**src/rtl/ypab_pkg.sv**
```systemverilog
`timescale 1ns / 1ps
// Shared types, Q8 color constants and the saturation helper for the YUV alpha blender.
// No dependencies.
package ypab_pkg;

	// JFIF YCbCr to RGB, Q8
	localparam int K_R_CR = 359;
	localparam int K_G_CB = 88;
	localparam int K_G_CR = 183;
	localparam int K_B_CB = 454;

	// RGB to YCbCr, Q8
	localparam int K_Y_R  = 77;
	localparam int K_Y_G  = 150;
	localparam int K_Y_B  = 29;
	localparam int K_CB_R = 43;
	localparam int K_CB_G = 85;
	localparam int K_CB_B = 128;
	localparam int K_CR_R = 128;
	localparam int K_CR_G = 107;
	localparam int K_CR_B = 21;

	localparam int CHROMA_OFS = 128;
	localparam logic [7:0] WEIGHT_RESET = 8'd255;

	typedef struct packed {
		logic [7:0] luma_a;
		logic [7:0] cb_a;
		logic [7:0] cr_a;
		logic [7:0] luma_b;
		logic [7:0] cb_b;
		logic [7:0] cr_b;
	} pair_t;

	typedef struct packed {
		logic [7:0] luma_out;
		logic [7:0] cb_out;
		logic [7:0] cr_out;
	} pix_t;

	typedef struct packed {
		logic [7:0] r;
		logic [7:0] g;
		logic [7:0] b;
	} rgb_t;

	// clamp a signed value to 0..255
	function automatic logic [7:0] sat8(input logic signed [18:0] v);
		logic [7:0] res;
		if (v < 19'sd0) begin
			res = 8'd0;
		end else if (v > 19'sd255) begin
			res = 8'd255;
		end else begin
			res = v[7:0];
		end
		return res;
	endfunction

endpackage

```
**src/rtl/ypab_pair_if.sv**
```systemverilog
`timescale 1ns / 1ps
// Input channel: one pixel pair per beat, valid/ready handshake.
// Depends on ypab_pkg.
interface ypab_pair_if;
	logic             valid;
	logic             ready;
	ypab_pkg::pair_t  data;

	modport source (output valid, output data, input ready);
	modport sink   (input valid, input data, output ready);
endinterface

```
**src/rtl/ypab_pix_if.sv**
```systemverilog
`timescale 1ns / 1ps
// Output channel: one blended pixel per beat, valid/ready handshake.
// Depends on ypab_pkg.
interface ypab_pix_if;
	logic            valid;
	logic            ready;
	ypab_pkg::pix_t  data;

	modport source (output valid, output data, input ready);
	modport sink   (input valid, input data, output ready);
endinterface

```
**src/rtl/ypab_cfg_if.sv**
```systemverilog
`timescale 1ns / 1ps
// Configuration write channel carrying the blend weight.
// No dependencies.
interface ypab_cfg_if;
	logic       valid;
	logic       ready;
	logic [7:0] data;

	modport source (output valid, output data, input ready);
	modport sink   (input valid, input data, output ready);
endinterface

```
**src/rtl/ypab_yuv2rgb.sv**
```systemverilog
`timescale 1ns / 1ps
// Combinational JFIF YCbCr to RGB conversion of one pixel, Q8, saturated.
// Depends on ypab_pkg.
module ypab_yuv2rgb (
	input  logic [7:0]      luma,
	input  logic [7:0]      cb,
	input  logic [7:0]      cr,
	output ypab_pkg::rgb_t  rgb
);

	logic signed [8:0]  dcb;
	logic signed [8:0]  dcr;
	logic signed [18:0] yq;
	logic signed [18:0] r_acc;
	logic signed [18:0] g_acc;
	logic signed [18:0] b_acc;

	always_comb begin
		dcb   = $signed({1'b0, cb}) - 9'sd128;
		dcr   = $signed({1'b0, cr}) - 9'sd128;
		yq    = $signed({3'b000, luma, 8'h00});
		r_acc = yq + 19'(ypab_pkg::K_R_CR) * 19'(dcr);
		g_acc = yq - 19'(ypab_pkg::K_G_CB) * 19'(dcb) - 19'(ypab_pkg::K_G_CR) * 19'(dcr);
		b_acc = yq + 19'(ypab_pkg::K_B_CB) * 19'(dcb);
		// arithmetic shift is a floor shift
		rgb.r = ypab_pkg::sat8(r_acc >>> 8);
		rgb.g = ypab_pkg::sat8(g_acc >>> 8);
		rgb.b = ypab_pkg::sat8(b_acc >>> 8);
	end

endmodule

```
**src/rtl/yuv_pixel_alpha_blend.sv**
```systemverilog
`timescale 1ns / 1ps
// Alpha blend of two YCbCr pixels through RGB. Three register stages:
// s1 YCbCr to RGB of both pixels, s2 weighted mix, s3 RGB to YCbCr (output register).
// A pixel pair passes the s1, s2 and s3 registers in order before its result is valid at the output;
// throughput one pixel pair per cycle while the output is not stalled.
// A stalled output backs up the stages only as far as they are full; bubbles are absorbed.
// arst_n clears all valid bits and sets blend weight to 255.
// Depends on ypab_pkg, ypab_pair_if, ypab_pix_if, ypab_cfg_if, ypab_yuv2rgb.
module yuv_pixel_alpha_blend (
	input  logic        clk,
	input  logic        arst_n,
	ypab_pair_if.sink   pix_in,
	ypab_pix_if.source  pix_out,
	ypab_cfg_if.sink    cfg
);

	logic [7:0]      blend_weight_q;

	logic            v_s1, v_s2, v_s3;
	logic            adv1, adv2, adv3;
	ypab_pkg::rgb_t  rgb_a, rgb_b;
	ypab_pkg::rgb_t  rgb_a_s1, rgb_b_s1;
	ypab_pkg::rgb_t  mix, mix_s2;
	ypab_pkg::pix_t  yuv, yuv_s3;

	logic [8:0]      wa, wb;

	logic signed [17:0] rs, gs, bs;
	logic signed [17:0] y_acc, cb_acc, cr_acc;

	function automatic logic [7:0] mix_ch(input logic [7:0] ca, input logic [7:0] cb_v,
			input logic [8:0] wa_v, input logic [8:0] wb_v);
		logic [15:0] sum;
		sum = 16'(ca) * 16'(wa_v) + 16'(cb_v) * 16'(wb_v);
		return sum[15:8];
	endfunction

	// config register
	assign cfg.ready = 1'b1;

	always_ff @(posedge clk or negedge arst_n) begin
		if (!arst_n) begin
			blend_weight_q <= ypab_pkg::WEIGHT_RESET;
		end else if (cfg.valid) begin
			blend_weight_q <= cfg.data;
		end
	end

	// stage advance: a stage loads when it is empty or its content moves on
	assign adv3         = !v_s3 || pix_out.ready;
	assign adv2         = !v_s2 || adv3;
	assign adv1         = !v_s1 || adv2;
	assign pix_in.ready = adv1;

	always_ff @(posedge clk or negedge arst_n) begin
		if (!arst_n) begin
			v_s1 <= 1'b0;
			v_s2 <= 1'b0;
			v_s3 <= 1'b0;
		end else begin
			if (adv1) v_s1 <= pix_in.valid;
			if (adv2) v_s2 <= v_s1;
			if (adv3) v_s3 <= v_s2;
		end
	end

	// s1: color space to RGB
	ypab_yuv2rgb u_rgb_a (
		.luma (pix_in.data.luma_a),
		.cb   (pix_in.data.cb_a),
		.cr   (pix_in.data.cr_a),
		.rgb  (rgb_a)
	);

	ypab_yuv2rgb u_rgb_b (
		.luma (pix_in.data.luma_b),
		.cb   (pix_in.data.cb_b),
		.cr   (pix_in.data.cr_b),
		.rgb  (rgb_b)
	);

	always_ff @(posedge clk) begin
		if (adv1) begin
			rgb_a_s1 <= rgb_a;
			rgb_b_s1 <= rgb_b;
		end
	end

	// s2: weighted mix, always within 0..255
	always_comb begin
		wa    = {1'b0, blend_weight_q};
		wb    = 9'd256 - wa;
		mix.r = mix_ch(rgb_a_s1.r, rgb_b_s1.r, wa, wb);
		mix.g = mix_ch(rgb_a_s1.g, rgb_b_s1.g, wa, wb);
		mix.b = mix_ch(rgb_a_s1.b, rgb_b_s1.b, wa, wb);
	end

	always_ff @(posedge clk) begin
		if (adv2) begin
			mix_s2 <= mix;
		end
	end

	// s3: back to YCbCr
	always_comb begin
		rs     = $signed({10'd0, mix_s2.r});
		gs     = $signed({10'd0, mix_s2.g});
		bs     = $signed({10'd0, mix_s2.b});
		y_acc  = 18'(ypab_pkg::K_Y_R) * rs + 18'(ypab_pkg::K_Y_G) * gs
			+ 18'(ypab_pkg::K_Y_B) * bs;
		cb_acc = 18'(ypab_pkg::K_CB_B) * bs - 18'(ypab_pkg::K_CB_R) * rs
			- 18'(ypab_pkg::K_CB_G) * gs;
		cr_acc = 18'(ypab_pkg::K_CR_R) * rs - 18'(ypab_pkg::K_CR_G) * gs
			- 18'(ypab_pkg::K_CR_B) * bs;
		yuv.luma_out = ypab_pkg::sat8(19'(y_acc >>> 8));
		yuv.cb_out   = ypab_pkg::sat8(19'(cb_acc >>> 8) + 19'(ypab_pkg::CHROMA_OFS));
		yuv.cr_out   = ypab_pkg::sat8(19'(cr_acc >>> 8) + 19'(ypab_pkg::CHROMA_OFS));
	end

	always_ff @(posedge clk) begin
		if (adv3) begin
			yuv_s3 <= yuv;
		end
	end

	assign pix_out.valid = v_s3;
	assign pix_out.data  = yuv_s3;

endmodule

```
**src/flat_wrapper.sv**
```systemverilog
// flat-port wrapper written by rule: the top's interface ports become plain ports
module yuv_pixel_alpha_blend_flat 
  (clk, arst_n, pix_in_valid, pix_in_data, pix_in_ready, pix_out_valid, pix_out_data, pix_out_ready, cfg_valid, cfg_data, cfg_ready);
  ypab_pair_if pix_in_i ();
  ypab_pix_if pix_out_i ();
  ypab_cfg_if cfg_i ();
  input  logic clk;
  input  logic arst_n;
  input wire logic [$bits(pix_in_i.valid)-1:0] pix_in_valid;
  input wire logic [$bits(pix_in_i.data)-1:0] pix_in_data;
  output wire logic [$bits(pix_in_i.ready)-1:0] pix_in_ready;
  output wire logic [$bits(pix_out_i.valid)-1:0] pix_out_valid;
  output wire logic [$bits(pix_out_i.data)-1:0] pix_out_data;
  input wire logic [$bits(pix_out_i.ready)-1:0] pix_out_ready;
  input wire logic [$bits(cfg_i.valid)-1:0] cfg_valid;
  input wire logic [$bits(cfg_i.data)-1:0] cfg_data;
  output wire logic [$bits(cfg_i.ready)-1:0] cfg_ready;
  assign pix_in_i.valid = pix_in_valid;
  assign pix_in_i.data = pix_in_data;
  assign pix_in_ready = pix_in_i.ready;
  assign pix_out_valid = pix_out_i.valid;
  assign pix_out_data = pix_out_i.data;
  assign pix_out_i.ready = pix_out_ready;
  assign cfg_i.valid = cfg_valid;
  assign cfg_i.data = cfg_data;
  assign cfg_ready = cfg_i.ready;
  yuv_pixel_alpha_blend u_core (.clk(clk), .arst_n(arst_n), .pix_in(pix_in_i), .pix_out(pix_out_i), .cfg(cfg_i));
endmodule
```
**config.mk**
```make
export PLATFORM = sky130hd
export DESIGN_NAME = yuv_pixel_alpha_blend_flat
export DESIGN_NICKNAME = d
export VERILOG_FILES = /design/src/rtl/ypab_pkg.sv /design/src/rtl/ypab_pair_if.sv /design/src/rtl/ypab_pix_if.sv /design/src/rtl/ypab_cfg_if.sv /design/src/rtl/ypab_yuv2rgb.sv /design/src/rtl/yuv_pixel_alpha_blend.sv /design/src/flat_wrapper.sv
export SDC_FILE = /design/constraint.sdc
export NUM_CORES = 2
export LEC_CHECK = 0
export ABC_AREA = 0
export BUFFER_PORTS_ARGS = -buffer_cell sky130_fd_sc_hd__buf_4
export CAP_MARGIN = 10
export CORE_MARGIN = 2
export CORE_UTILIZATION = 40
export DETAILED_ROUTE_END_ITERATION = 10
export REMOVE_ABC_BUFFERS = 1
export SLEW_MARGIN = 20
export SYNTH_ARGS = -nofsm -noshare
export SYNTH_HDL_FRONTEND = slang
export SYNTH_SLANG_ARGS = --single-unit
```
**constraint.sdc**
```tcl
create_clock -name clk -period 22.4 [get_ports clk]
set_input_delay 3.36 -clock clk [delete_from_list [all_inputs] [get_ports clk]]
set_output_delay 3.36 -clock clk [all_outputs]
set_load 0.005 [all_outputs]
```
==> results by stage <==
Synthesis:
- Summing the sequential cell areas from Yosys gives 8.29% of the chip area.
- After synthesis the cells add up to 38200 µm².
- Counting flops and latches in the post-synthesis netlist gives 107.
- The count of cell types in the netlist is 88.
- Of all cell types, the one taking the most synthesized area is sky130_fd_sc_hd__fa_1.
- The total of warnings raised by yosys is 0.
- Of all flip-flops after synthesis, the portion carrying an async set or reset was 10.3%.
- In the post-synthesis netlist, the biggest area contributors are sky130_fd_sc_hd__fa_1 (30%), sky130_fd_sc_hd__ha_1 (26%), sky130_fd_sc_hd__inv_1 (9.8%), sky130_fd_sc_hd__edfxtp_1 (7.5%), sky130_fd_sc_hd__and2_1 (4.3%).
- Synthesis handed over a netlist of 4081 instances.
- Among all flip-flop cells after synthesis, the most frequent one is sky130_fd_sc_hd__edfxtp_1.
- The average size of a mapped cell is 9.37 µm².
- Yosys mapped a number of flops with a built-in enable equal to 96.
- Summed over its instances, the top area cell type makes up 29.6% of the synthesized netlist area.
- In the post-synthesis netlist, the cell with the most instances is sky130_fd_sc_hd__inv_1.
- Ranked by instance count, the synthesized netlist is headed by sky130_fd_sc_hd__inv_1 (1001), sky130_fd_sc_hd__ha_1 (805), sky130_fd_sc_hd__fa_1 (566).

Clocking:
- The cell sitting at the root of the clock tree is a sky130_fd_sc_hd__clkbuf_16.
- The clock tree from TritonCTS is built.
- The number of H-tree branching levels is 3.
- The clock slew at the register clock pins of the worst setup and hold paths is 0.08 ns.
- Post-CTS repair changed the size of 0 cells.
- The later pin in the worst-skew pair is clocked with a latency of 0.41 ns.
- Buffers added to address setup during post-CTS repair amount to 0.
- The number of clock sinks is 107.
- The number of hold buffers added after cts is 0.
- The number of buffers on the longest clock path is 2.
- Clock tree synthesis inserted a total of 9 buffers.

Floorplan:
- 88 I/O pins were placed.
- The initial core utilization is 40.3%.
- The total number of placement rows is 113.
- The floorplan step defined a die boundary enclosing 98100 µm².
- The horizontal extent of the die is 313 µm.
- The core area is 94900 µm².
- The height of the chip is 313 µm.

Detailed routing:
- Before antenna repair, the detailed router went through 5 iterations.
- After detailed routing, the average wire length per cell comes to 16.0 µm.
- Dividing the detail-routed via count by the number of cells gives 4.94.
- For this block, the initial DRC count from the detailed router was 1113.
- The final wirelength is 86200 µm.
- The count of vias placed by the detailed router is 26700.
- In the routed design, unresolved DRC markers number 0.
- The detail route stage leaves a number of antenna-violating nets equal to 0.

Placement:
- At the end of routability-driven placement, the weighted congestion stood at 0.853.
- In this run the tool buffered the top-level ports with 86 buffer cells.
- Including well taps, the total number of placed cells is 5385.
- The HPWL reported at the end of detailed placement is 73300 µm.

Hold path:
- The class of the tightest hold or removal check is reg2reg.
- The startpoint identified for the worst hold timing path is u_core.v_s1.

STA:
- Hold is met by 0.490 ns.
- The final hold violation count is 0.
- Setup violations remaining at the end of the flow were counted as 0.
- The relative slew slack is 43.4%.
- The clock skew is 0.0100 ns.
- Setup repair after global routing left no endpoint under its margin.
- The worst path needs 9.63 ns of the cycle, external delays included.
- The ratio of final minimum period to clock period is 43.0%.
- At the pin with the least slew margin, the transition time is 0.841 ns.
- The fmax is 104 MHz.
- The sum of negative setup slack is 0 ns.
- The final number of max-transition violations was 0.

Cells and area:
- The layout overhead on the synthesized area is 6.43%.
- For this run, the number of standard cells in the final layout without fillers is 5402.
- Of the cells placed in the final design, the portion with a size suffix greater than 1 is 4.57%.
- Once layout is complete, the utilization of the core stands at 42.9%.
- The net total in the final layout is 5563.

GRT:
- The final global-route overflow total is 0.
- The first global-routing pass estimated 143000 µm of wire.
- The overall track demand over capacity in global routing is 18.2%.
- The via count of the first global-routing pass is 27814.
- The pin count of the biggest net entering global routing is 49.
- The number of antenna violations at the first check in global routing came to 0.

Critical path:
- The critical path starts at pix_in_data[33].
- The type of the worst setup path is in2reg.
- The worst endpoint required time is 22.52 ns.
- The source of the worst register-to-register timing path is u_core.blend_weight_q[1].
- The worst path arrival time is 9.75 ns.
- Of all nets on the critical path, the largest fanout is 8.
- STA classifies the critical path startpoint as a primary input.
- STA classifies the critical path endpoint as a flop.

Status:
- The flow ran to the end, and the final reports show no timing, DRC or antenna violations.

Job:
- The tool flagged a number of max-cap violations equal to 0.
flip-flops by register name, summed over array words and instances (netlist names):
name / flops
u_core.pix_out.data: 24
u_core.rgb_a_s1: 24
u_core.rgb_b_s1: 24
u_core.blend_weight_q: 8
u_core.bs: 8
u_core.gs: 8
u_core.mix_s2: 8
u_core.pix_out.valid: 1
u_core.v_s1: 1
u_core.v_s2: 1
per-layer routing:
| metal | part of all wire [%] | global-route usage (%) | vias up |
|---|---|---|---|
| met5 | 0 | 0 | - |
| met4 | 2.6 | 4.84 | 0 |
| met3 | 4.1 | 2.55 | 89 |
| met2 | 48 | 31.6 | 395 |
| met1 | 46 | 23.8 | 13115 |
| li1 | - | - | 13101 |
placed cells by master (no fill, tap or decap), types with 6 or more instances in the layout:
master,count
sky130_fd_sc_hd__a2111oi_0,8
sky130_fd_sc_hd__a211oi_1,18
sky130_fd_sc_hd__a21boi_0,11
sky130_fd_sc_hd__a21o_1,40
sky130_fd_sc_hd__a21oi_1,105
sky130_fd_sc_hd__a22oi_1,15
sky130_fd_sc_hd__a31o_2,8
sky130_fd_sc_hd__a31oi_1,9
sky130_fd_sc_hd__a41o_1,6
sky130_fd_sc_hd__and2_1,264
sky130_fd_sc_hd__and3_1,11
sky130_fd_sc_hd__buf_4,103
sky130_fd_sc_hd__clkbuf_16,10
sky130_fd_sc_hd__dfstp_2,8
sky130_fd_sc_hd__edfxtp_1,96
sky130_fd_sc_hd__fa_1,566
sky130_fd_sc_hd__ha_1,805
sky130_fd_sc_hd__inv_1,1001
sky130_fd_sc_hd__mux2_2,9
sky130_fd_sc_hd__nand2_1,227
sky130_fd_sc_hd__nand2b_1,25
sky130_fd_sc_hd__nand3_1,31
sky130_fd_sc_hd__nand4_1,10
sky130_fd_sc_hd__nor2_1,123
sky130_fd_sc_hd__nor2b_1,20
sky130_fd_sc_hd__nor3_1,52
sky130_fd_sc_hd__nor4_1,10
sky130_fd_sc_hd__o211ai_1,9
sky130_fd_sc_hd__o21a_1,51
sky130_fd_sc_hd__o21ai_0,72
sky130_fd_sc_hd__o21bai_1,34
sky130_fd_sc_hd__o31ai_1,10
sky130_fd_sc_hd__or2_2,17
sky130_fd_sc_hd__or3_1,19
sky130_fd_sc_hd__xnor2_1,148
sky130_fd_sc_hd__xor2_1,54
critical path, stage by stage:
cell and delay, ns:
sky130_fd_sc_hd__buf_4 0.15, sky130_fd_sc_hd__ha_1 0.31, sky130_fd_sc_hd__fa_1 0.43, sky130_fd_sc_hd__ha_1 0.33
sky130_fd_sc_hd__a21o_1 0.19, sky130_fd_sc_hd__a21oi_1 0.22, sky130_fd_sc_hd__o21bai_1 0.09, sky130_fd_sc_hd__a21oi_1 0.23
sky130_fd_sc_hd__xnor2_1 0.15, sky130_fd_sc_hd__ha_1 0.19, sky130_fd_sc_hd__fa_1 0.44, sky130_fd_sc_hd__fa_1 0.48
sky130_fd_sc_hd__inv_1 0.05, sky130_fd_sc_hd__fa_1 0.49, sky130_fd_sc_hd__fa_1 0.42, sky130_fd_sc_hd__ha_1 0.32
sky130_fd_sc_hd__o21ai_0 0.09, sky130_fd_sc_hd__nand2b_1 0.09, sky130_fd_sc_hd__a21o_1 0.12, sky130_fd_sc_hd__o21ai_0 0.11
sky130_fd_sc_hd__o31ai_1 0.52, sky130_fd_sc_hd__a2111oi_0 0.20, sky130_fd_sc_hd__nor3_1 0.67, sky130_fd_sc_hd__a21oi_1 0.10
cell families after synthesis:
| group | synth area share [%] |
|---|---|
| compound gates | 8.46 |
| xor+xnor | 4.88 |
| fa+ha+maj | 56.0 |
| buf+inv | 10.5 |
| flops | 8.29 |
| mux | 0.399 |
| other cells | 0.00981 |
| simple gates | 11.5 |
metrics by stage:
stage	instance area [µm²]	setup slack, ns
after global placement	40400	12.49
after detailed placement	40400	12.38
after global routing	40700	12.31
after floorplan	38000	13.07
final	40700	12.77
after CTS	40700	12.81
final cells by class:
cell class / count / area, µm²
antenna: 1 / 2.50
clock buffer: 10 / 250
clock inverter: 6 / 60.1
fill: 9276 / 54200
inverter: 1002 / 3760
multi-input combinational: 2908 / 31100
sequential: 107 / 3170
tap: 1265 / 1580
timing repair buffer: 103 / 773
path summary, 6_finish.rpt:
path	endpoint	slack [ns]	depth (start not counted)
worst max-delay path	u_core.rgb_a_s1[8]	12.77	24
min in group asynchronous	u_core.pix_out.valid	2.79	1
worst min-delay path	u_core.v_s2	0.49	1
max in group asynchronous	u_core.blend_weight_q[5]	19.36	1
worst max register to register	u_core.bs[7]	13.98	24
worst min register to register	u_core.v_s2	0.49	1
Power is not shown: default switching activity piles up to over one toggle a cycle in this logic, so the estimate is an artifact.
